==> config.mk <==
export PLATFORM = sky130hd
export DESIGN_NAME = iqdc_fifo
export DESIGN_NICKNAME = d
export VERILOG_FILES = /design/src/sv/iqdc_fifo.sv
export SDC_FILE = /design/constraint.sdc
export NUM_CORES = 1
export LEC_CHECK = 0
export BUFFER_PORTS_ARGS = -buffer_cell sky130_fd_sc_hd__buf_2
export CAP_MARGIN = 20
export CORE_AREA = 2 2 64 127
export DETAILED_ROUTE_END_ITERATION = 10
export DIE_AREA = 0 0 66 129
export HOLD_SLACK_MARGIN = 0.05
export PLACE_DENSITY = 0.86
export REMOVE_ABC_BUFFERS = 1
export SKIP_CTS_REPAIR_TIMING = 1
export SLEW_MARGIN = 20
export SYNTH_ARGS = -nofsm -noshare
export SYNTH_HDL_FRONTEND = slang
export SYNTH_SLANG_ARGS = --single-unit
==> constraint.sdc <==
create_clock -name clk -period 5.1 [get_ports clk]
set_input_delay 0 -clock clk [delete_from_list [all_inputs] [get_ports clk]]
set_output_delay 0 -clock clk [all_outputs]
set_load 0.02 [all_outputs]
==> src/sv/iqdc_fifo.sv <==
`timescale 1ns / 1ps
`default_nettype none
// ----------------------------------------------------------------------------
// iqdc_fifo
// Small register-based queue with full and empty flags.
// ----------------------------------------------------------------------------
module iqdc_fifo #(
  parameter int WIDTH = 48,
  parameter int DEPTH = 2
) (
  input  wire logic             clk,
  input  wire logic             rst,
  input  wire logic             wr_en,
  input  wire logic [WIDTH-1:0] wr_data,
  input  wire logic             rd_en,
  output logic      [WIDTH-1:0] rd_data,
  output logic                  full,
  output logic                  empty
);

  localparam int PTR_W = (DEPTH > 1) ? $clog2(DEPTH) : 1;
  localparam int CNT_W = $clog2(DEPTH + 1);

  logic [WIDTH-1:0] mem [DEPTH];
  logic [PTR_W-1:0] wr_ptr;
  logic [PTR_W-1:0] rd_ptr;
  logic [CNT_W-1:0] count;

  assign full    = (count == CNT_W'(DEPTH));
  assign empty   = (count == '0);
  assign rd_data = mem[rd_ptr];

  always_ff @(posedge clk) begin
    if (wr_en) begin
      mem[wr_ptr] <= wr_data;
    end
  end

  always_ff @(posedge clk) begin
    if (rst) begin
      wr_ptr <= '0;
      rd_ptr <= '0;
      count  <= '0;
    end else begin
      if (wr_en) begin
        wr_ptr <= (wr_ptr == PTR_W'(DEPTH - 1)) ? '0 : wr_ptr + 1'b1;
      end
      if (rd_en) begin
        rd_ptr <= (rd_ptr == PTR_W'(DEPTH - 1)) ? '0 : rd_ptr + 1'b1;
      end
      if (wr_en && !rd_en) begin
        count <= count + 1'b1;
      end else if (rd_en && !wr_en) begin
        count <= count - 1'b1;
      end
    end
  end

endmodule
`default_nettype wire

==> flow_summary.toml, run 1 <==
[layout]
drive_above_1_share = 0.494
final_util = 0.680
final_cells = 431
area_growth_syn_to_layout_pct = 39.7
nets = 384

[routing]
routed_via_density = 4.81
initialDrtViolationCount = 119
drt_pre_antenna_iters = 4
totalWireLength_um = 6750
route.detailed.drc = 0
antenna_left = 0
vias = 2072
avgRoutedWirePerCell_um = 15.7

[critical_path]
r2r_end = "mem[0][5]"
r2r_slack_ns = 3.37
cp_max_fo = 27
timing.rr.start = "wr_ptr"
start_kind = "input pin"
required_ns = 5.10
critical_path_class = "input pin to flip-flop"
slowest_stage = "nor2b_4"
path_delay_family = "buffers and inverters"
path_cells = "dlygate4sd3_1 -> buf_2 -> nor2b_4 -> buf_4"
rr_worst_depth = 2
worstSetupEndpointType = "flip-flop"
slowest_delay_ns = 0.59
arrival_ns = 1.75
crit_buf_inv = 3

[synthesis]
synth_area_per_cell_um2 = 21.5
yosys-top-cells-area = "edfxtp_1, mux2_2, dfxtp_1"
yosys-top-cells-count = "edfxtp_1, mux2_2, dfxtp_1, nor2_1"
yosysMostFrequentCell = "edfxtp_1"
ys_types = 17
ys_ff_latch = 101
ys_warn_count = 0
synth_ff_type = "edfxtp_1"
synth_cells = 171
syn_area_um2 = 3670
async_flop_share = 0
seq_area_frac_synth = 0.813
yosys.area.top_type_share = 0.785
synth_top_area_cell = "edfxtp_1"
synth_edf_count = 96

[grt]
grt_max_degree = 49
grt_pass1_vias = 2001
grt_pass1_wl_um = 9030
antenna_found_initial = 1
grt.total_usage = 0.149
grt_overflow_total = 0

[clock_tree]
clock-sinks = 101
cts_buffer_depth = 2
clockRootBuffer = "clkbuf_16"
cts_htree_levels = 3
cts_tree = "done"
clock_latency_ns = 0.33
clk_pin_slew_ns = 0.06
numCtsBuffers = 9

[power_and_ir_drop]
pwr-share-comb = 0.126
intPower_uw = 1560
leakage_uw = 0.00196
p_per_area_nw_per_um2 = 387
clockPowerShare = 0.372
vdd_drop_max_uv = 284
seqPwrFrac = 0.502
switching_share = 0.213
p_switching_uw = 422
p_total_uw = 1980

[sta]
setup-tns-final_ns = 0
slew_viol_final = 0
tightestPinTransition_ns = 0.672
period_minus_slack_ns = 1.75
finalSetupViolCount = 0
hold_viol = 0
rsz0062_at_grt = "false"
skew_ns = 0.00347
min_period_over_period = 0.342
slew_headroom = 0.551
max_freq_mhz = 573
holdWs_ns = 0.386

[floorplan]
die_y_um = 129
fp.coreArea_um2 = 7540
die-area_um2 = 8510
pin_count = 102
start_util = 0.487
die_w_um = 66
rows = 45

[flow_run]
drv_cap = 0

[min_path]
hold_path.class = "input pin to flip-flop"
hp-start = "wr_data[46]"
whs_endpoint = "mem[0][46]"
worstHoldPathCells = 2

[placed_design]
dp_hpwl_um = 4050
io_buffers = 101
gp_congestion = 0.746
dp_cells = 362

[outcome]
status = "finished clean"
==> cell type report <==
cell class / count / area (um^2)
Antenna cell: 1 / 2.50
Inverter: 1 / 3.75
Tap cell: 94 / 118
Fill cell: 513 / 2420
Clock inverter: 6 / 101
Timing Repair Buffer: 154 / 1030
Clock buffer: 10 / 229
Multi-Input combinational cell: 64 / 654
Sequential cell: 101 / 2990
==> kinds of logic after synthesis <==
| group | synth area share |
|---|---|
| AO/OA/AOI/OAI | 0.00272 |
| flip-flops | 0.813 |
| AND/OR/NAND/NOR | 0.0126 |
| adder cells (fa/ha/maj) | 0.00341 |
| buffers and inverters | 0.0119 |
| multiplexers | 0.147 |
| XOR/XNOR | 0.00955 |
==> worst register-to-register path: stages (launching register included) <==
cell and delay (ns):
dfxtp_1 0.36, nor2b_4 0.56, buf_4 0.46
==> power by group through the flow <==
stage	sequential [uW]	clock, uW	combinational (uW)
floorplan	1010	0	139
global placement	1010	0	215
detailed placement	1010	0	219
CTS	996	752	220
global route	1000	786	266
finish	994	738	250
==> placed cells by master, fill, tap and decap left out, types with 2 or more instances in the layout <==
cell type and n:
buf_2 101, dfxtp_1 4, dlygate4sd3_1 52, xor2_1 2, mux2_2 48, edfxtp_1 96
clkbuf_16 9, bufinv_16 3, clkinv_1 3, xnor2_1 2, nor2_1 5
==> sequential cells by signal (all words and copies together), names as in the netlist, named ones only <==
register	count
wr_ptr	1
rd_ptr	1
count	2
mem	96
==> metrics by stage <==
step           setup slack (ns)  area, um^2
6_report                   3.35        5130
5_1_grt                    3.22        5130
4_1_cts                    3.04        4600
3_5_place_dp               3.29        4270
3_3_place_gp               3.36        4270
2_1_floorplan              2.17        3630
==> worst max path at each step <==
| stage | startpoint | endpoint | slack, ns | cells past startpoint |
|---|---|---|---|---|
| 2_1_floorplan | wr_ptr | mem[0][0] | 2.17 | 1 |
| 3_3_place_gp | wr_ptr | mem[1][25] | 3.36 | 1 |
| 3_5_place_dp | wr_ptr | mem[1][15] | 3.29 | 1 |
| 4_1_cts | flip-flop | rd_data[16] | 3.04 | 2 |
| 5_1_grt | wr_en | mem[0][5] | 3.22 | 4 |
| 6_report | wr_en | mem[0][5] | 3.35 | 4 |
==> per-layer routing <==
metal / GRT usage / vias up / routed length, um / share of wire
met3: 0.0420 / 18 / 284 / 0.042
met1: 0.150 / 1001 / 2380 / 0.35
met2: 0.263 / 63 / 3870 / 0.57
met4: 0.0900 / 0 / 214 / 0.032
li1: - / 990 / - / -
met5: 0 / - / 0 / 0
No activity file was read; power rests on OpenSTA's default activity.
==> inputs of run 2 (changes only) <==
--- a/config.mk
+++ b/config.mk
@@ -7,11 +7,11 @@
 export LEC_CHECK = 0
 export BUFFER_PORTS_ARGS = -buffer_cell sky130_fd_sc_hd__buf_2
 export CAP_MARGIN = 20
-export CORE_AREA = 2 2 64 127
+export CORE_AREA = 2 2 67 132
 export DETAILED_ROUTE_END_ITERATION = 10
-export DIE_AREA = 0 0 66 129
+export DIE_AREA = 0 0 69 134
 export HOLD_SLACK_MARGIN = 0.05
-export PLACE_DENSITY = 0.86
+export PLACE_DENSITY = 0.83
 export REMOVE_ABC_BUFFERS = 1
 export SKIP_CTS_REPAIR_TIMING = 1
 export SLEW_MARGIN = 20
==> constraint.sdc (replaced) <==
create_clock -name clk -period 1.46 [get_ports clk]
set_input_delay 0 -clock clk [delete_from_list [all_inputs] [get_ports clk]]
set_output_delay 0 -clock clk [all_outputs]
set_load 0.02 [all_outputs]
==> run 2 against run 1 <==
Effect of this change: the run now ends with negative setup slack left; flip-flop and latch count unchanged; utilization shrank 4.1 points; register-to-register slack got worse by 3.1 ns; cell count increased by 2.3%; wire length grew 14%; total power grew to 3.5 times the previous value; critical path type is now flip-flop to output port; critical endpoint is now rd_data[29].
==> flow_summary.toml, run 2 (synthesized netlist as in run 1, its figures left out) <==
[layout]
finalInstanceArea_um2 = 5260
final_util = 0.639
layout_common_cells = "edfxtp_1, buf_2, dlygate4sd3_1, mux2_2, clkbuf_16"
nets = 391
final_cells = 441
antennaDiodeCount = 0
largest_reg_flops = 96
top_regs = "mem: 96 flops, count: 2 flops"
final_common_cell = "edfxtp_1"
drive_above_1_share = 0.507
fillers = 622
regMostFlops = "mem"
area_growth_syn_to_layout_pct = 43.3

[routing]
routed_via_density = 4.86
drt_pre_antenna_iters = 5
avgRoutedWirePerCell_um = 17.5
initialDrtViolationCount = 108
totalWireLength_um = 7700
antenna_left = 0
vias = 2144
route.detailed.drc = 0

[power_and_ir_drop]
clockPowerShare = 0.352
leakage_uw = 0.00203
switching_share = 0.222
pwr-share-comb = 0.149
p_switching_uw = 1530
p_per_area_nw_per_um2 = 1310
vdd_drop_max_uv = 826
seqPwrFrac = 0.499
intPower_uw = 5350

[placed_design]
dp_cells = 370
io_buffers = 101
gp_congestion = 0.736
placed_area_um2 = 4340
place_ws_ns = 0.273
dp_hpwl_um = 4360

[sta]
setup_slack_ns = -0.0168
rsz0062_at_grt = "true"
min_period_over_period = 1.01
period_minus_slack_ns = 1.48
setup-tns-final_ns = -0.0168
skew_ns = 0.00327
slew_viol_final = 0
finalSetupViolCount = 1
max_freq_mhz = 677
hold_viol = 0
tightestPinTransition_ns = 0.283
slew_headroom = 0.811

[critical_path]
timing.rr.start = "rd_ptr"
cp.depth = 3
slowest_delay_ns = 0.40
r2r_slack_ns = 0.26
slowest_stage = "dfxtp_4"
endpoint = "rd_data[29]"
critical_path_class = "flip-flop to output port"
worstSetupEndpointType = "output port"
crit_buf_inv = 2
arrival_ns = 1.48
cp_max_fo = 12
start_kind = "flip-flop"
required_ns = 1.46
path_cells = "buf_6 -> mux2_2 -> buf_2"
path_delay_family = "flip-flops"
rr_worst_depth = 3

[clock_tree]
cts_htree_levels = 3
clk_pin_slew_ns = 0.06
cts_tree = "done"
numCtsBuffers = 9
clockRootBuffer = "clkbuf_16"
cts_buffer_depth = 2
clock-sinks = 101
clock_latency_ns = 0.33

[outcome]
status = "finished with violations"
violations = "negative setup slack"

[grt]
grt_max_degree = 49
grt_pass1_vias = 2075
grt.total_usage = 0.145
antenna_found_initial = 0
grt_overflow_total = 0
grt_pass1_wl_um = 10000

[floorplan]
die_w_um = 69
start_util = 0.446
pin_count = 102
die-area_um2 = 9250
die_y_um = 134
fp.coreArea_um2 = 8230
rows = 47

[flow_run]
drv_cap = 0

[min_path]
worstHoldPathCells = 2
hold_path.class = "input pin to flip-flop"
-- run 2: cell types whose count changed in the layout (fill, tap and decap cells not counted), sizes merged --
cell and change:
buf +5, bufinv -1, diode -1, clkbuf +2, clkinv +1
-- run 2: final cells by class --
class,instances,area (um^2),area share
Sequential cell,101,2990,0.568
Tap cell,98,123,0.0233
Inverter,1,3.75,0.000714
Multi-Input combinational cell,64,657,0.125
Timing Repair Buffer,161,1180,0.225
Clock inverter,6,77.6,0.0147
Clock buffer,10,229,0.0435
-- run 2: worst reg2reg max path, delay by kind of cell, from the launching register on --
kind	cells	cell delay, ns
xor+xnor	1	0.19
flops	1	0.31
simple gates	1	0.05
buf+inv	1	0.54
-- run 2: routing by layer --
| metal | vias to the layer above | routed length [um] | track usage |
|---|---|---|---|
| met1 | 1052 | 2710 | 0.140 |
| met2 | 74 | 4480 | 0.258 |
| met4 | 0 | 231 | 0.0959 |
| met5 | - | 0 | 0 |
| met3 | 17 | 279 | 0.0466 |
| li1 | 1001 | - | - |
-- run 2: power by group through the flow --
stage          clock network [uW]  logic [uW]  registers, uW
6_report                     2420        1020           3430
5_1_grt                      2600        1090           3450
4_1_cts                      2460         858           3430
3_5_place_dp                    0         855           3490
3_3_place_gp                    0         837           3470
2_1_floorplan                   0         485           3510
-- run 2: worst min-delay path by stage --
| stage | from | to |
|---|---|---|
| finish | wr_data[7] | mem[0][7] |
| global route | wr_data[13] | mem[1][13] |
| CTS | wr_data[33] | mem[0][33] |
| detailed placement | wr_data[33] | mem[0][33] |
| global placement | wr_data[38] | mem[0][38] |
| floorplan | rst | count[1] |
-- run 2: through the flow --
| step | hold WS, ns | power (uW) |
|---|---|---|
| 3_3_place_gp | 0.189 | 4310 |
| 2_1_floorplan | 0.0691 | 4000 |
| 5_1_grt | 0.386 | 7130 |
| 3_5_place_dp | 0.191 | 4340 |
| 4_1_cts | -0.160 | 6740 |
| 6_report | 0.390 | 6880 |
