File: src/sv/iqdc_pkg.sv
`timescale 1ns / 1ps
`default_nettype none
// ----------------------------------------------------------------------------
// iqdc_pkg
// Shared types and constants for the 24-bit I/Q unpacker and DC blocker.
// ----------------------------------------------------------------------------
package iqdc_pkg;

  localparam int RAW_W   = 24;
  localparam int OUT_W   = 32;
  localparam int COEF_W  = 24;
  localparam int CFG_IDX_W = 2;
  localparam int CFG_DATA_W = 24;

  // register indexes of the configuration port
  localparam logic [CFG_IDX_W-1:0] REG_ALPHA   = 2'd0;
  localparam logic [CFG_IDX_W-1:0] REG_STOPPED = 2'd1;

  localparam logic [COEF_W-1:0] ALPHA_RESET = 24'd16770505;

  typedef struct packed {
    logic [7:0] data_byte;
    logic       last_byte;
  } iq_in_t;

  typedef struct packed {
    logic signed [OUT_W-1:0] i_out;
    logic signed [OUT_W-1:0] q_out;
  } iq_out_t;

  // one assembled complex sample, raw two's complement channels
  typedef struct packed {
    logic [RAW_W-1:0] i_raw;
    logic [RAW_W-1:0] q_raw;
  } sample_t;

endpackage
`default_nettype wire

File: src/sv/iqdc_front.sv
`timescale 1ns / 1ps
`default_nettype none
// ----------------------------------------------------------------------------
// iqdc_front
// Byte assembler: collects six stream bytes into one raw I/Q sample.
// ----------------------------------------------------------------------------
module iqdc_front (
  input  wire logic             clk,
  input  wire logic             rst,
  input  wire logic             accept,
  input  wire iqdc_pkg::iq_in_t in_item,
  input  wire logic             stopped,
  input  wire logic             sq_full,
  output logic                  full,
  output logic                  sq_push,
  output iqdc_pkg::sample_t     sq_data
);
  import iqdc_pkg::*;

  logic [2:0]  pos;
  logic [39:0] hold;
  logic [2:0]  pos_next;
  logic [39:0] hold_next;
  logic        take;

  // only the sixth byte needs room in the sample queue
  assign full    = (pos == 3'd5) && sq_full;
  assign take    = accept && !stopped;
  assign sq_push = take && (pos == 3'd5);
  assign sq_data = '{i_raw: hold[23:0], q_raw: {in_item.data_byte, hold[39:24]}};

  always_comb begin
    pos_next  = pos;
    hold_next = hold;
    if (take) begin
      if (pos == 3'd5 || in_item.last_byte) begin
        pos_next  = '0;
        hold_next = '0;
      end else begin
        pos_next = pos + 1'b1;
        case (pos)
          3'd0:    hold_next[7:0]   = in_item.data_byte;
          3'd1:    hold_next[15:8]  = in_item.data_byte;
          3'd2:    hold_next[23:16] = in_item.data_byte;
          3'd3:    hold_next[31:24] = in_item.data_byte;
          3'd4:    hold_next[39:32] = in_item.data_byte;
          default: hold_next = hold;
        endcase
      end
    end
  end

  always_ff @(posedge clk) begin
    if (rst) begin
      pos  <= '0;
      hold <= '0;
    end else begin
      pos  <= pos_next;
      hold <= hold_next;
    end
  end

endmodule
`default_nettype wire

File: config.mk
export PLATFORM = sky130hd
export DESIGN_NAME = iqdc_front
export DESIGN_NICKNAME = d
export VERILOG_FILES = /design/src/sv/iqdc_pkg.sv /design/src/sv/iqdc_front.sv
export SDC_FILE = /design/constraint.sdc
export NUM_CORES = 1
export LEC_CHECK = 0
export BUFFER_PORTS_ARGS = -buffer_cell sky130_fd_sc_hd__buf_2
export CORE_MARGIN = 1
export CORE_UTILIZATION = 54
export DETAILED_ROUTE_END_ITERATION = 16
export GPL_ROUTABILITY_DRIVEN = 0
export GPL_TIMING_DRIVEN = 1
export PLACE_DENSITY = 0.85
export REMOVE_ABC_BUFFERS = 1
export SETUP_SLACK_MARGIN = 0.05
export SYNTH_ARGS = -nofsm -noshare
export SYNTH_HDL_FRONTEND = slang
export SYNTH_SLANG_ARGS = --single-unit
File: constraint.sdc
create_clock -name clk -period 2.3 [get_ports clk]
set_input_delay 0.23 -clock clk [delete_from_list [all_inputs] [get_ports clk]]
set_output_delay 0.23 -clock clk [all_outputs]
set_load 0.005 [all_outputs]
==> flow_summary.html, run 1 <==
<table>
<tr><th>Metric</th><th>Value</th></tr>
<tr><th colspan="2">Status</th></tr>
<tr><td>Outcome</td><td>finished, final reports clean</td></tr>
<tr><th colspan="2">Routing</th></tr>
<tr><td>Number of violations reported at the end of detailed-routing iteration 0</td><td>239</td></tr>
<tr><td>Post-detailed-routing wire length</td><td>4630 um</td></tr>
<tr><td>Via count</td><td>1773</td></tr>
<tr><td>TritonRoute pass-1 iters</td><td>4</td></tr>
<tr><td>Mean number of vias per cell</td><td>5.68</td></tr>
<tr><td>DRT antenna net count</td><td>0</td></tr>
<tr><td>Number of design rule violations left after detail routing</td><td>0</td></tr>
<tr><td>Wire length per cell after detailed routing</td><td>14.8 um</td></tr>
<tr><th colspan="2">STA</th></tr>
<tr><td>Sum Neg Setup Slack</td><td>0 ns</td></tr>
<tr><td>Final hold vios</td><td>0</td></tr>
<tr><td>Post-route minimum period</td><td>1.84 ns</td></tr>
<tr><td>Final cycle utilization of the critical path</td><td>79.8%</td></tr>
<tr><td>Worst-case setup margin in the final layout</td><td>0.464 ns</td></tr>
<tr><td>Number of pins with negative max-slew slack in the final report</td><td>0</td></tr>
<tr><td>Worst Hold Margin</td><td>0.152 ns</td></tr>
<tr><td>Slew of the pin with the lowest slew margin</td><td>0.609 ns</td></tr>
<tr><td>Setup-violating endpoint count in the final report</td><td>0</td></tr>
<tr><td>RSZ-0062 raised after global routing</td><td>no</td></tr>
<tr><td>Max Clock Skew</td><td>0.00973 ns</td></tr>
<tr><td>Slew HR</td><td>59.4%</td></tr>
<tr><td>Achievable clock frequency</td><td>545 MHz</td></tr>
<tr><th colspan="2">Floorplanning</th></tr>
<tr><td>Die boundary width</td><td>62.0 um</td></tr>
<tr><td>Total die area</td><td>3840 um^2</td></tr>
<tr><td>Area of the core</td><td>3390 um^2</td></tr>
<tr><td>Row count</td><td>21</td></tr>
<tr><td>IO Pins</td><td>64</td></tr>
<tr><td>Die span in y</td><td>62.0 um</td></tr>
<tr><td>Initial core utilization</td><td>57.3%</td></tr>
<tr><th colspan="2">Worst setup path</th></tr>
<tr><td>Critical-path maximum fanout</td><td>13</td></tr>
<tr><td>Cell type of the slowest stage on the worst timing path</td><td>sky130_fd_sc_hd__dfxtp_1</td></tr>
<tr><td>Peak per-stage delay on the critical path</td><td>0.40 ns</td></tr>
<tr><td>Arrival time reported for the critical path endpoint</td><td>2.11 ns</td></tr>
<tr><td>Sort of element at the end of the critical path</td><td>register</td></tr>
<tr><td>Crit Path Class</td><td>reg -&gt; reg</td></tr>
<tr><td>Critical path data required time</td><td>2.57 ns</td></tr>
<tr><td>Start point of the critical path</td><td>pos[1]</td></tr>
<tr><td>Startpoint type of the worst setup path</td><td>register</td></tr>
<tr><td>Reg2Reg Launch Point</td><td>pos[1]</td></tr>
<tr><td>Cell-by-cell trace of the critical path</td><td>inv_1, ha_1, a21oi_4, nand3_1, o32ai_1</td></tr>
<tr><th colspan="2">Synth</th></tr>
<tr><td>Cell accounting for the most synthesized area</td><td>sky130_fd_sc_hd__dfxtp_1</td></tr>
<tr><td>Warnings from Yosys</td><td>0</td></tr>
<tr><td>Distinct cell type count of the synthesized netlist</td><td>27</td></tr>
<tr><td>Largest cells by area after synthesis</td><td>sky130_fd_sc_hd__dfxtp_1 (44%), sky130_fd_sc_hd__o32ai_1 (8.6%), sky130_fd_sc_hd__inv_1 (5.4%), sky130_fd_sc_hd__a21oi_1 (5.2%), sky130_fd_sc_hd__o31ai_1 (5.0%)</td></tr>
<tr><td>Area share of the largest cell type after synthesis</td><td>44.3%</td></tr>
<tr><td>Mean Syn Cell Area</td><td>9.08 um^2</td></tr>
<tr><td>Proportion of synthesized chip area in sequential cells</td><td>44.3%</td></tr>
<tr><td>Async set or reset register ratio after synthesis</td><td>0%</td></tr>
<tr><td>Main flop type after synthesis</td><td>sky130_fd_sc_hd__dfxtp_1</td></tr>
<tr><td>Total of flip-flops plus latches after synthesis</td><td>43</td></tr>
<tr><td>Mapped Area</td><td>1940 um^2</td></tr>
<tr><td>Post-synth EDFFs</td><td>0</td></tr>
<tr><td>Post-Syn Instances</td><td>214</td></tr>
<tr><th colspan="2">Place</th></tr>
<tr><td>Buffers on Ports</td><td>63</td></tr>
<tr><td>DP Wirelength</td><td>3220 um</td></tr>
<tr><td>Worst slack at placement</td><td>0.508 ns</td></tr>
<tr><th colspan="2">Min path</th></tr>
<tr><td>Hold Path Origin</td><td>in_item[2]</td></tr>
<tr><td>Hold Path Class</td><td>in -&gt; reg</td></tr>
<tr><th colspan="2">Power</th></tr>
<tr><td>Reported leakage power</td><td>0.969 nW</td></tr>
<tr><td>Power density cells</td><td>608 nW/um^2</td></tr>
<tr><td>Highest ir drop seen on vdd</td><td>451 uV</td></tr>
<tr><td>PnR Total Power</td><td>1.40 mW</td></tr>
<tr><th colspan="2">Clock tree</th></tr>
<tr><td>Resized Gates After CTS</td><td>0</td></tr>
<tr><td>Clock-pin transition on the worst setup and hold timing paths</td><td>0.12 ns</td></tr>
<tr><td>Largest buffer count on any clock path</td><td>2</td></tr>
<tr><td>Buffer count from post-CTS setup fixing</td><td>0</td></tr>
<tr><td>Deepest level of the CTS H-tree</td><td>2</td></tr>
<tr><td>Number of clock buffers inserted by TritonCTS</td><td>5</td></tr>
<tr><td>TritonCTS clock tree</td><td>done</td></tr>
<tr><td>Clock Tree Root</td><td>sky130_fd_sc_hd__clkbuf_4</td></tr>
<tr><td>Number of buffers inserted by hold repair at cts</td><td>0</td></tr>
<tr><td>Clk Latency, worst-skew pair</td><td>0.36 ns</td></tr>
<tr><td>Num Clock Sinks</td><td>43</td></tr>
<tr><th colspan="2">Layout</th></tr>
<tr><td>Area occupied by multi-input gates</td><td>845 um^2</td></tr>
<tr><td>Area growth from synthesis to final layout</td><td>18.4%</td></tr>
<tr><td>Fill cell count</td><td>285</td></tr>
<tr><td>Seq. cell area</td><td>861 um^2</td></tr>
<tr><td>Diode count</td><td>0</td></tr>
<tr><td>Final core utilization</td><td>67.8%</td></tr>
<tr><td>Fraction of layout instances using a drive strength above 1</td><td>30.5%</td></tr>
<tr><td>Final net count</td><td>284</td></tr>
<tr><th colspan="2">Global routing</th></tr>
<tr><td>Largest net degree at the start of global routing</td><td>31</td></tr>
<tr><td>Antenna violations before repair</td><td>0</td></tr>
<tr><td>First-pass GRT wire length</td><td>6970 um</td></tr>
<tr><td>Via count of the first global-routing pass</td><td>1472</td></tr>
<tr><td>Total Routing Usage GR</td><td>25.4%</td></tr>
<tr><td>Residual overflow from global routing</td><td>0</td></tr>
<tr><th colspan="2">Flow run</th></tr>
<tr><td>Max-Cap Viols</td><td>0</td></tr>
</table>
==> cells in the mapped netlist (2+ instances only) <==
cell type and instances:
sky130_fd_sc_hd__o32ai_1 19, sky130_fd_sc_hd__clkbuf_1 9, sky130_fd_sc_hd__o31ai_1 13, sky130_fd_sc_hd__buf_2 4, sky130_fd_sc_hd__o21ai_0 8, sky130_fd_sc_hd__buf_4 9, sky130_fd_sc_hd__o2111ai_1 8, sky130_fd_sc_hd__nand3_1 8
sky130_fd_sc_hd__nand2b_1 11, sky130_fd_sc_hd__inv_1 28, sky130_fd_sc_hd__a21oi_1 20, sky130_fd_sc_hd__nand4_1 8, sky130_fd_sc_hd__a21oi_2 2, sky130_fd_sc_hd__and3_1 2, sky130_fd_sc_hd__nor2b_1 3, sky130_fd_sc_hd__nand2_1 5
sky130_fd_sc_hd__ha_1 5, sky130_fd_sc_hd__dfxtp_1 43
==> cells in the final DEF (no fill, tap or decap), drive strengths merged <==
master	count
clkbuf	6
nand2	5
ha	5
inv	28
nand4	8
and3	2
nor2b	3
o32ai	19
nor2	2
o31ai	13
o21a	1
nor3	1
buf	67
or2	1
nand3	8
bufinv	1
dfxtp	43
clkinv	1
nor4b	1
o2111ai	8
nand2b	11
nand3b	1
o21ai	8
a21oi	23
==> through the flow <==
stage	area (um^2)	std cells
after floorplan	1810	191
after global placement	2210	304
after detailed placement	2210	304
after CTS	2300	312
after global routing	2300	312
final	2300	312
==> layer usage <==
metal  vias to the layer above  wire length (um)  track usage (%)
li1                        874                 -                -
met1                       824              2110             36.2
met2                        70              2150             38.4
met3                         5               324             4.55
met4                         0                41             9.21
met5                         -                 0                0
==> flip-flops by register name (all words and copies together) (netlist names) <==
| register | flops |
|---|---|
| hold | 40 |
| pos | 3 |
==> worst paths after layout <==
check	to	slack, ns	cells after the start
min	hold[9]	0.15	3
min reg2reg	hold[3]	0.47	2
max	hold[28]	0.46	5
max reg2reg	hold[28]	0.46	5
==> critical path, delay by kind of cell (launching register included) <==
family	cells	cell delay, ns
compound gates	2	0.69
fa+ha+maj	1	0.28
flops	1	0.40
buf+inv	1	0.08
simple gates	1	0.31
==> layout make-up <==
type                    instances  area share (%)
repair buffers                 67            15.0
flip-flops and latches         43            37.4
well taps                      46            2.50
inverters                      28            4.57
multi-input cells             120            36.7
clock inverters                 2            1.52
clock buffers                   6            2.23
==> where the power goes <==
group	switching (mW)	internal [mW]	total, mW	leakage [nW]
Clock	0.243	0.257	0.499	0.0482
Sequential	0.00620	0.756	0.762	0.347
Combinational	0.0919	0.0452	0.137	0.573
==> cell families after synthesis <==
| kind of cell | count (synthesis) | share of synthesized area, % |
|---|---|---|
| buffers and inverters | 51 | 12.2 |
| DFF | 43 | 44.3 |
| adders and majority gates | 5 | 3.22 |
| and+or+nand+nor | 43 | 13.7 |
| AOI/OAI and AO/OA | 72 | 26.5 |
(Power assumes the default switching activity.)
==> inputs of run 2 (changes only) <==
CORE_UTILIZATION = 50   (was 54)
PLACE_DENSITY = 0.79   (was 0.85)
clock period = 1.8 ns   (was 2.3 ns; I/O delays follow)
==> flow_summary.html, run 2 (same netlist as run 1, synthesis figures left out) <==
<table>
<tr><th>Metric</th><th>Value</th></tr>
<tr><th colspan="2">Status</th></tr>
<tr><td>Outcome</td><td>finished, final reports clean</td></tr>
<tr><th colspan="2">Routing</th></tr>
<tr><td>DRT antenna net count</td><td>0 (unchanged)</td></tr>
<tr><td>TritonRoute pass-1 iters</td><td>4 (unchanged)</td></tr>
<tr><td>Wire length per cell after detailed routing</td><td>15.5 um (+4.4%)</td></tr>
<tr><td>Number of design rule violations left after detail routing</td><td>0 (unchanged)</td></tr>
<tr><td>Via count</td><td>1761 (-0.68%)</td></tr>
<tr><td>Mean number of vias per cell</td><td>5.57 (-1.9%)</td></tr>
<tr><td>Post-detailed-routing wire length</td><td>4900 um (+5.8%)</td></tr>
<tr><td>Number of violations reported at the end of detailed-routing iteration 0</td><td>111 (-54%)</td></tr>
<tr><th colspan="2">Clock tree</th></tr>
<tr><td>Deepest level of the CTS H-tree</td><td>2 (unchanged)</td></tr>
<tr><td>Num Clock Sinks</td><td>43 (unchanged)</td></tr>
<tr><td>Largest buffer count on any clock path</td><td>2 (unchanged)</td></tr>
<tr><td>Number of clock buffers inserted by TritonCTS</td><td>5 (unchanged)</td></tr>
<tr><td>Resized Gates After CTS</td><td>0 (unchanged)</td></tr>
<tr><td>Clock-pin transition on the worst setup and hold timing paths</td><td>0.08 ns (-0.04 ns)</td></tr>
<tr><td>Buffer count from post-CTS setup fixing</td><td>0 (unchanged)</td></tr>
<tr><td>TritonCTS clock tree</td><td>done</td></tr>
<tr><td>Clock Tree Root</td><td>sky130_fd_sc_hd__clkbuf_8</td></tr>
<tr><td>Clk Latency, worst-skew pair</td><td>0.29 ns (-0.07 ns)</td></tr>
<tr><td>Number of buffers inserted by hold repair at cts</td><td>0 (unchanged)</td></tr>
<tr><th colspan="2">Min path</th></tr>
<tr><td>Worst hold path stage count</td><td>3 (unchanged)</td></tr>
<tr><td>Hold Path Class</td><td>in -&gt; reg</td></tr>
<tr><th colspan="2">STA</th></tr>
<tr><td>Sum Neg Setup Slack</td><td>0 ns (unchanged)</td></tr>
<tr><td>RSZ-0062 raised after global routing</td><td>no</td></tr>
<tr><td>Number of pins with negative max-slew slack in the final report</td><td>0 (unchanged)</td></tr>
<tr><td>Setup-violating endpoint count in the final report</td><td>0 (unchanged)</td></tr>
<tr><td>Worst-case setup margin in the final layout</td><td>0.219 ns (-0.245 ns)</td></tr>
<tr><td>Max Clock Skew</td><td>0.00430 ns (-0.00544 ns)</td></tr>
<tr><td>Final hold vios</td><td>0 (unchanged)</td></tr>
<tr><td>Final cycle utilization of the critical path</td><td>87.8% (+8.0 points)</td></tr>
<tr><td>Slew of the pin with the lowest slew margin</td><td>0.509 ns (-0.100 ns)</td></tr>
<tr><td>Slew HR</td><td>66.1% (+6.7 points)</td></tr>
<tr><td>Post-route minimum period</td><td>1.58 ns (-0.255 ns)</td></tr>
<tr><td>Achievable clock frequency</td><td>633 MHz (+16%)</td></tr>
<tr><th colspan="2">Worst setup path</th></tr>
<tr><td>Cell family with the largest share of critical-path delay</td><td>compound AO/OA/AOI/OAI gates</td></tr>
<tr><td>Arrival time reported for the critical path endpoint</td><td>1.80 ns (-0.31 ns)</td></tr>
<tr><td>Crit Path Class</td><td>reg -&gt; reg</td></tr>
<tr><td>Sort of element at the end of the critical path</td><td>register</td></tr>
<tr><td>Peak per-stage delay on the critical path</td><td>0.39 ns (about the same)</td></tr>
<tr><td>Cell-by-cell trace of the critical path</td><td>inv_1, ha_2, a21oi_4, buf_6, o2111ai_1, a21oi_1</td></tr>
<tr><td>Startpoint type of the worst setup path</td><td>register</td></tr>
<tr><td>Critical-path maximum fanout</td><td>17 (+4)</td></tr>
<tr><td>Reg2Reg Depth</td><td>6 (+1)</td></tr>
<tr><td>Path length in cells of the critical path</td><td>6 (+1)</td></tr>
<tr><td>Cell type of the slowest stage on the worst timing path</td><td>sky130_fd_sc_hd__dfxtp_1</td></tr>
<tr><td>Worst path bufs/invs</td><td>2 (+1)</td></tr>
<tr><td>Critical path data required time</td><td>2.02 ns (-0.55 ns)</td></tr>
<tr><th colspan="2">Floorplanning</th></tr>
<tr><td>Row count</td><td>22 (+4.8%)</td></tr>
<tr><td>Initial core utilization</td><td>52.7% (-4.6 points)</td></tr>
<tr><td>IO Pins</td><td>64 (unchanged)</td></tr>
<tr><td>Die span in y</td><td>64.3 um (+3.8%)</td></tr>
<tr><td>Total die area</td><td>4140 um^2 (+7.7%)</td></tr>
<tr><td>Area of the core</td><td>3690 um^2 (+8.8%)</td></tr>
<tr><td>Die boundary width</td><td>64.3 um (+3.8%)</td></tr>
<tr><th colspan="2">Layout</th></tr>
<tr><td>Top library cells by usage in the layout, fill and taps aside</td><td>sky130_fd_sc_hd__buf_2 (63), sky130_fd_sc_hd__dfxtp_1 (43), sky130_fd_sc_hd__inv_1 (28), sky130_fd_sc_hd__a21oi_1 (20), sky130_fd_sc_hd__o32ai_1 (19)</td></tr>
<tr><td>Diode count</td><td>0 (unchanged)</td></tr>
<tr><td>Final net count</td><td>286 (+0.70%)</td></tr>
<tr><td>Number of flip-flops in the largest register</td><td>40 (unchanged)</td></tr>
<tr><td>Fill cell count</td><td>333 (+17%)</td></tr>
<tr><td>Seq. cell area</td><td>861 um^2 (unchanged)</td></tr>
<tr><td>Fraction of layout instances using a drive strength above 1</td><td>31.3% (+0.89 points)</td></tr>
<tr><td>Largest register by flop count</td><td>hold</td></tr>
<tr><td>Leading cell type in the layout, fill and taps excluded</td><td>sky130_fd_sc_hd__buf_2</td></tr>
<tr><td>Area occupied by multi-input gates</td><td>858 um^2 (+1.6%)</td></tr>
<tr><td>Area growth from synthesis to final layout</td><td>20.9%</td></tr>
<tr><td>Registers with the highest flip-flop counts</td><td>hold: 40 flops, pos: 3 flops</td></tr>
<tr><th colspan="2">Global routing</th></tr>
<tr><td>Largest net degree at the start of global routing</td><td>52 (+68%)</td></tr>
<tr><td>Met2 Resource Use GR</td><td>38.4% (about the same)</td></tr>
<tr><td>Met1 capacity usage during global routing</td><td>35.0% (-1.2 points)</td></tr>
<tr><td>Antenna violations before repair</td><td>0 (unchanged)</td></tr>
<tr><td>Met3 routing resource usage after global routing</td><td>4.46% (-0.091 points)</td></tr>
<tr><td>Total Routing Usage GR</td><td>24.7% (-0.68 points)</td></tr>
<tr><td>Via count of the first global-routing pass</td><td>1562 (+6.1%)</td></tr>
<tr><td>First-pass GRT wire length</td><td>7850 um (+13%)</td></tr>
<tr><td>Residual overflow from global routing</td><td>0 (unchanged)</td></tr>
<tr><td>Gr busiest metal</td><td>met2</td></tr>
<tr><th colspan="2">Flow run</th></tr>
<tr><td>Max-Cap Viols</td><td>0 (unchanged)</td></tr>
<tr><th colspan="2">Place</th></tr>
<tr><td>DP Wirelength</td><td>3180 um (-1.2%)</td></tr>
<tr><td>Worst slack at placement</td><td>0.123 ns (-0.384 ns)</td></tr>
<tr><td>Buffers on Ports</td><td>63 (unchanged)</td></tr>
<tr><th colspan="2">Power</th></tr>
<tr><td>Highest ir drop seen on vdd</td><td>488 uV (+8.1%)</td></tr>
<tr><td>Reported leakage power</td><td>0.981 nW (+1.2%)</td></tr>
<tr><td>Power density cells</td><td>775 nW/um^2 (+28%)</td></tr>
</table>
-- run 2: metal layers --
layer / routed length, um / vias to the layer above
li1: - / 873
met1: 2300 / 818
met5: 0 / -
met3: 267 / 6
met2: 2280 / 64
met4: 52 / 0
-- run 2: power breakdown --
group          total (mW)  internal, mW  leakage [nW]  switching (mW)
Clock               0.662         0.350        0.0515           0.312
Combinational       0.187        0.0620         0.582           0.125
Sequential          0.972         0.965         0.347         0.00738
Total                1.82          1.38         0.981           0.444
-- run 2: per-stage QoR --
stage | hold slack, ns | std cells | instance area [um^2] | util (%) | power (mW)
6_report | 0.180 | 316 | 2350 | 63.7 | 1.82
5_1_grt | 0.198 | 316 | 2350 | 63.7 | 1.88
4_1_cts | 0.173 | 316 | 2330 | 63.2 | 1.83
3_5_place_dp | 0.455 | 308 | 2230 | 60.5 | 1.17
3_3_place_gp | 0.453 | 308 | 2230 | 60.5 | 1.17
2_1_floorplan | 0.249 | 191 | 1810 | - | 1.07
-- run 2: final timing paths --
path / from / to / slack (ns)
worst max-delay path: pos[1] / hold[36] / 0.22
worst min-delay path: in_item[2] / hold[9] / 0.18
worst max register to register: pos[1] / hold[36] / 0.22
worst min register to register: hold[19] / hold[19] / 0.46
-- run 2: area by class of cell --
cell class / instances / share of cell area, %
Sequential cell: 43 / 36.7
Multi-Input combinational cell: 120 / 36.5
Inverter: 28 / 4.48
Timing Repair Buffer: 69 / 15.5
Clock buffer: 8 / 4.26
Tap cell: 48 / 2.56
-- run 2: worst min-delay path: cells and delay by family --
| family | cells | cell delay (ns) |
|---|---|---|
| AOI/OAI and AO/OA | 1 | 0.06 |
| buffers and inverters | 1 | 0.13 |
| and+or+nand+nor | 1 | 0.07 |
==> inputs of run 3 (changes only) <==
MAX_ROUTING_LAYER = met4   (was unset)
==> flow_summary.html, run 3 (same netlist as run 1, synthesis figures left out) <==
<table>
<tr><th>Metric</th><th>Value</th></tr>
<tr><th colspan="2">Status</th></tr>
<tr><td>Outcome</td><td>finished, final reports clean</td></tr>
<tr><th colspan="2">Routing</th></tr>
<tr><td>Post-detailed-routing wire length</td><td>4870 um (-0.51%)</td></tr>
<tr><td>Number of violations reported at the end of detailed-routing iteration 0</td><td>131 (+18%)</td></tr>
<tr><td>DRT antenna net count</td><td>0 (unchanged)</td></tr>
<tr><td>Via count</td><td>1764 (+0.17%)</td></tr>
<tr><td>Number of design rule violations left after detail routing</td><td>0 (unchanged)</td></tr>
<tr><td>Wire length per cell after detailed routing</td><td>15.4 um (-0.51%)</td></tr>
<tr><td>TritonRoute pass-1 iters</td><td>4 (unchanged)</td></tr>
<tr><td>Mean number of vias per cell</td><td>5.58 (+0.17%)</td></tr>
<tr><th colspan="2">Clock tree</th></tr>
<tr><td>TritonCTS clock tree</td><td>done</td></tr>
<tr><td>Number of buffers inserted by hold repair at cts</td><td>0 (unchanged)</td></tr>
<tr><td>Deepest level of the CTS H-tree</td><td>2 (unchanged)</td></tr>
<tr><td>Buffer count from post-CTS setup fixing</td><td>0 (unchanged)</td></tr>
<tr><td>Clock-pin transition on the worst setup and hold timing paths</td><td>0.08 ns (about the same)</td></tr>
<tr><td>Clock Tree Root</td><td>sky130_fd_sc_hd__clkbuf_8</td></tr>
<tr><td>Resized Gates After CTS</td><td>0 (unchanged)</td></tr>
<tr><td>Clk Latency, worst-skew pair</td><td>0.29 ns (about the same)</td></tr>
<tr><td>Num Clock Sinks</td><td>43 (unchanged)</td></tr>
<tr><td>Number of clock buffers inserted by TritonCTS</td><td>5 (unchanged)</td></tr>
<tr><td>Largest buffer count on any clock path</td><td>2 (unchanged)</td></tr>
<tr><th colspan="2">Floorplanning</th></tr>
<tr><td>Row count</td><td>22 (unchanged)</td></tr>
<tr><td>IO Pins</td><td>64 (unchanged)</td></tr>
<tr><td>Initial core utilization</td><td>52.7% (unchanged)</td></tr>
<tr><td>Die boundary width</td><td>64.3 um (unchanged)</td></tr>
<tr><td>Die span in y</td><td>64.3 um (unchanged)</td></tr>
<tr><td>Area of the core</td><td>3690 um^2 (unchanged)</td></tr>
<tr><td>Total die area</td><td>4140 um^2 (unchanged)</td></tr>
<tr><th colspan="2">Layout</th></tr>
<tr><td>Final Instance Area</td><td>2350 um^2 (unchanged)</td></tr>
<tr><td>Fraction of layout instances using a drive strength above 1</td><td>31.3% (unchanged)</td></tr>
<tr><td>Number of cells in the finished layout apart from fillers</td><td>316 (unchanged)</td></tr>
<tr><td>Largest register by flop count</td><td>hold</td></tr>
<tr><td>Diode count</td><td>0 (unchanged)</td></tr>
<tr><td>Number of flip-flops in the largest register</td><td>40 (unchanged)</td></tr>
<tr><td>Registers with the highest flip-flop counts</td><td>hold: 40 flops, pos: 3 flops</td></tr>
<tr><td>Top library cells by usage in the layout, fill and taps aside</td><td>sky130_fd_sc_hd__buf_2 (63), sky130_fd_sc_hd__dfxtp_1 (43), sky130_fd_sc_hd__inv_1 (28), sky130_fd_sc_hd__a21oi_1 (20), sky130_fd_sc_hd__o32ai_1 (19)</td></tr>
<tr><td>Area growth from synthesis to final layout</td><td>20.9% (unchanged)</td></tr>
<tr><td>Final net count</td><td>286 (unchanged)</td></tr>
<tr><td>Leading cell type in the layout, fill and taps excluded</td><td>sky130_fd_sc_hd__buf_2</td></tr>
<tr><th colspan="2">Place</th></tr>
<tr><td>DP Wirelength</td><td>3180 um (unchanged)</td></tr>
<tr><td>Total placed cells including tap cells</td><td>308 (unchanged)</td></tr>
<tr><td>Placed Instance Area</td><td>2230 um^2 (unchanged)</td></tr>
<tr><td>Buffers on Ports</td><td>63 (unchanged)</td></tr>
<tr><th colspan="2">Worst setup path</th></tr>
<tr><td>Sort of element at the end of the critical path</td><td>register</td></tr>
<tr><td>Crit Path Class</td><td>reg -&gt; reg</td></tr>
<tr><td>Startpoint type of the worst setup path</td><td>register</td></tr>
<tr><td>Arrival time reported for the critical path endpoint</td><td>1.81 ns (about the same)</td></tr>
<tr><td>Critical-path maximum fanout</td><td>17 (unchanged)</td></tr>
<tr><td>Critical path data required time</td><td>2.02 ns (about the same)</td></tr>
<tr><th colspan="2">Global routing</th></tr>
<tr><td>Total Routing Usage GR</td><td>25.4% (+0.65 points)</td></tr>
<tr><td>First-pass GRT wire length</td><td>7830 um (-0.18%)</td></tr>
<tr><td>Antenna violations before repair</td><td>0 (unchanged)</td></tr>
<tr><td>Largest net degree at the start of global routing</td><td>52 (unchanged)</td></tr>
<tr><td>Via count of the first global-routing pass</td><td>1569 (+0.45%)</td></tr>
<tr><td>Residual overflow from global routing</td><td>0 (unchanged)</td></tr>
<tr><th colspan="2">Power</th></tr>
<tr><td>Power density cells</td><td>775 nW/um^2 (-0.13%)</td></tr>
<tr><td>Switch share</td><td>24.3% (-0.095 points)</td></tr>
<tr><td>Reported leakage power</td><td>0.981 nW (unchanged)</td></tr>
<tr><td>PnR Total Power</td><td>1.82 mW (-0.13%)</td></tr>
<tr><td>Relative contribution of the clock network to total power</td><td>36.3% (about the same)</td></tr>
<tr><td>Highest ir drop seen on vdd</td><td>485 uV (-0.53%)</td></tr>
<tr><td>Portion of total power attributed to combinational logic</td><td>10.2% (about the same)</td></tr>
<tr><td>Psw</td><td>0.442 mW (-0.52%)</td></tr>
<tr><td>Internal power component</td><td>1.38 mW (about the same)</td></tr>
<tr><td>Sequential group share of total power</td><td>53.5% (about the same)</td></tr>
<tr><th colspan="2">STA</th></tr>
<tr><td>Slew of the pin with the lowest slew margin</td><td>0.491 ns (-0.0175 ns)</td></tr>
<tr><td>Slew HR</td><td>67.3% (+1.2 points)</td></tr>
<tr><td>Achievable clock frequency</td><td>632 MHz (-0.14%)</td></tr>
<tr><td>Sum Neg Setup Slack</td><td>0 ns (unchanged)</td></tr>
<tr><td>RSZ-0062 raised after global routing</td><td>no</td></tr>
<tr><td>Max Clock Skew</td><td>0.00412 ns (-0.000171 ns)</td></tr>
<tr><td>Final cycle utilization of the critical path</td><td>87.9% (+0.12 points)</td></tr>
<tr><td>Setup-violating endpoint count in the final report</td><td>0 (unchanged)</td></tr>
<tr><td>Post-route minimum period</td><td>1.58 ns (+0.00216 ns)</td></tr>
<tr><td>Number of pins with negative max-slew slack in the final report</td><td>0 (unchanged)</td></tr>
<tr><td>Final hold vios</td><td>0 (unchanged)</td></tr>
<tr><th colspan="2">Min path</th></tr>
<tr><td>Hold Path Class</td><td>in -&gt; reg</td></tr>
<tr><th colspan="2">Flow run</th></tr>
<tr><td>Max-Cap Viols</td><td>0 (unchanged)</td></tr>
</table>
==> run 3: layout make-up <==
class                   instances  area (um^2)
clock buffers                   8          100
fillers                       333         1340
inverters                      28          105
multi-input cells             120          858
flip-flops and latches         43          861
well taps                      48         60.1
repair buffers                 69          364
==> run 3: power groups by stage <==
stage               clock network (mW)  logic [mW]  registers [mW]
detailed placement                   0       0.178           0.995
floorplan                            0      0.0717           0.996
global placement                     0       0.177           0.994
finish                           0.660       0.186           0.972
global route                     0.702       0.202           0.974
CTS                              0.676       0.180           0.972
==> run 3: worst max-delay path, cell delays in order, from the launching register on <==
cell                        delay, ns
sky130_fd_sc_hd__dfxtp_1         0.39
sky130_fd_sc_hd__inv_1           0.08
sky130_fd_sc_hd__ha_2            0.25
sky130_fd_sc_hd__a21oi_4         0.26
sky130_fd_sc_hd__buf_6           0.22
sky130_fd_sc_hd__o2111ai_1       0.15
sky130_fd_sc_hd__a21oi_1         0.16
==> run 3: metrics by stage <==
step	util [%]	setup slack (ns)	hold WS, ns
after floorplan	-	0.0832	0.249
after global placement	60.5	0.204	0.453
after detailed placement	60.5	0.123	0.455
after CTS	63.2	0.0930	0.173
after global routing	63.7	0.0774	0.198
final	63.7	0.217	0.177
==> run 3: routing by layer <==
metal	wire, um	global-route usage (%)	vias to the layer above
li1	-	-	877
met1	2260	34.7	818
met2	2280	38.7	63
met3	278	4.29	6
met4	51	6.67	0
met5	0	-	-
==> run 3: final timing paths <==
path	startpoint	end	slack [ns]	depth (start not counted)
max reg2reg	pos[1]	hold[36]	0.22	6
min	in_item[2]	hold[9]	0.18	3
min reg2reg	hold[19]	hold[19]	0.46	2
max	pos[1]	hold[36]	0.22	6
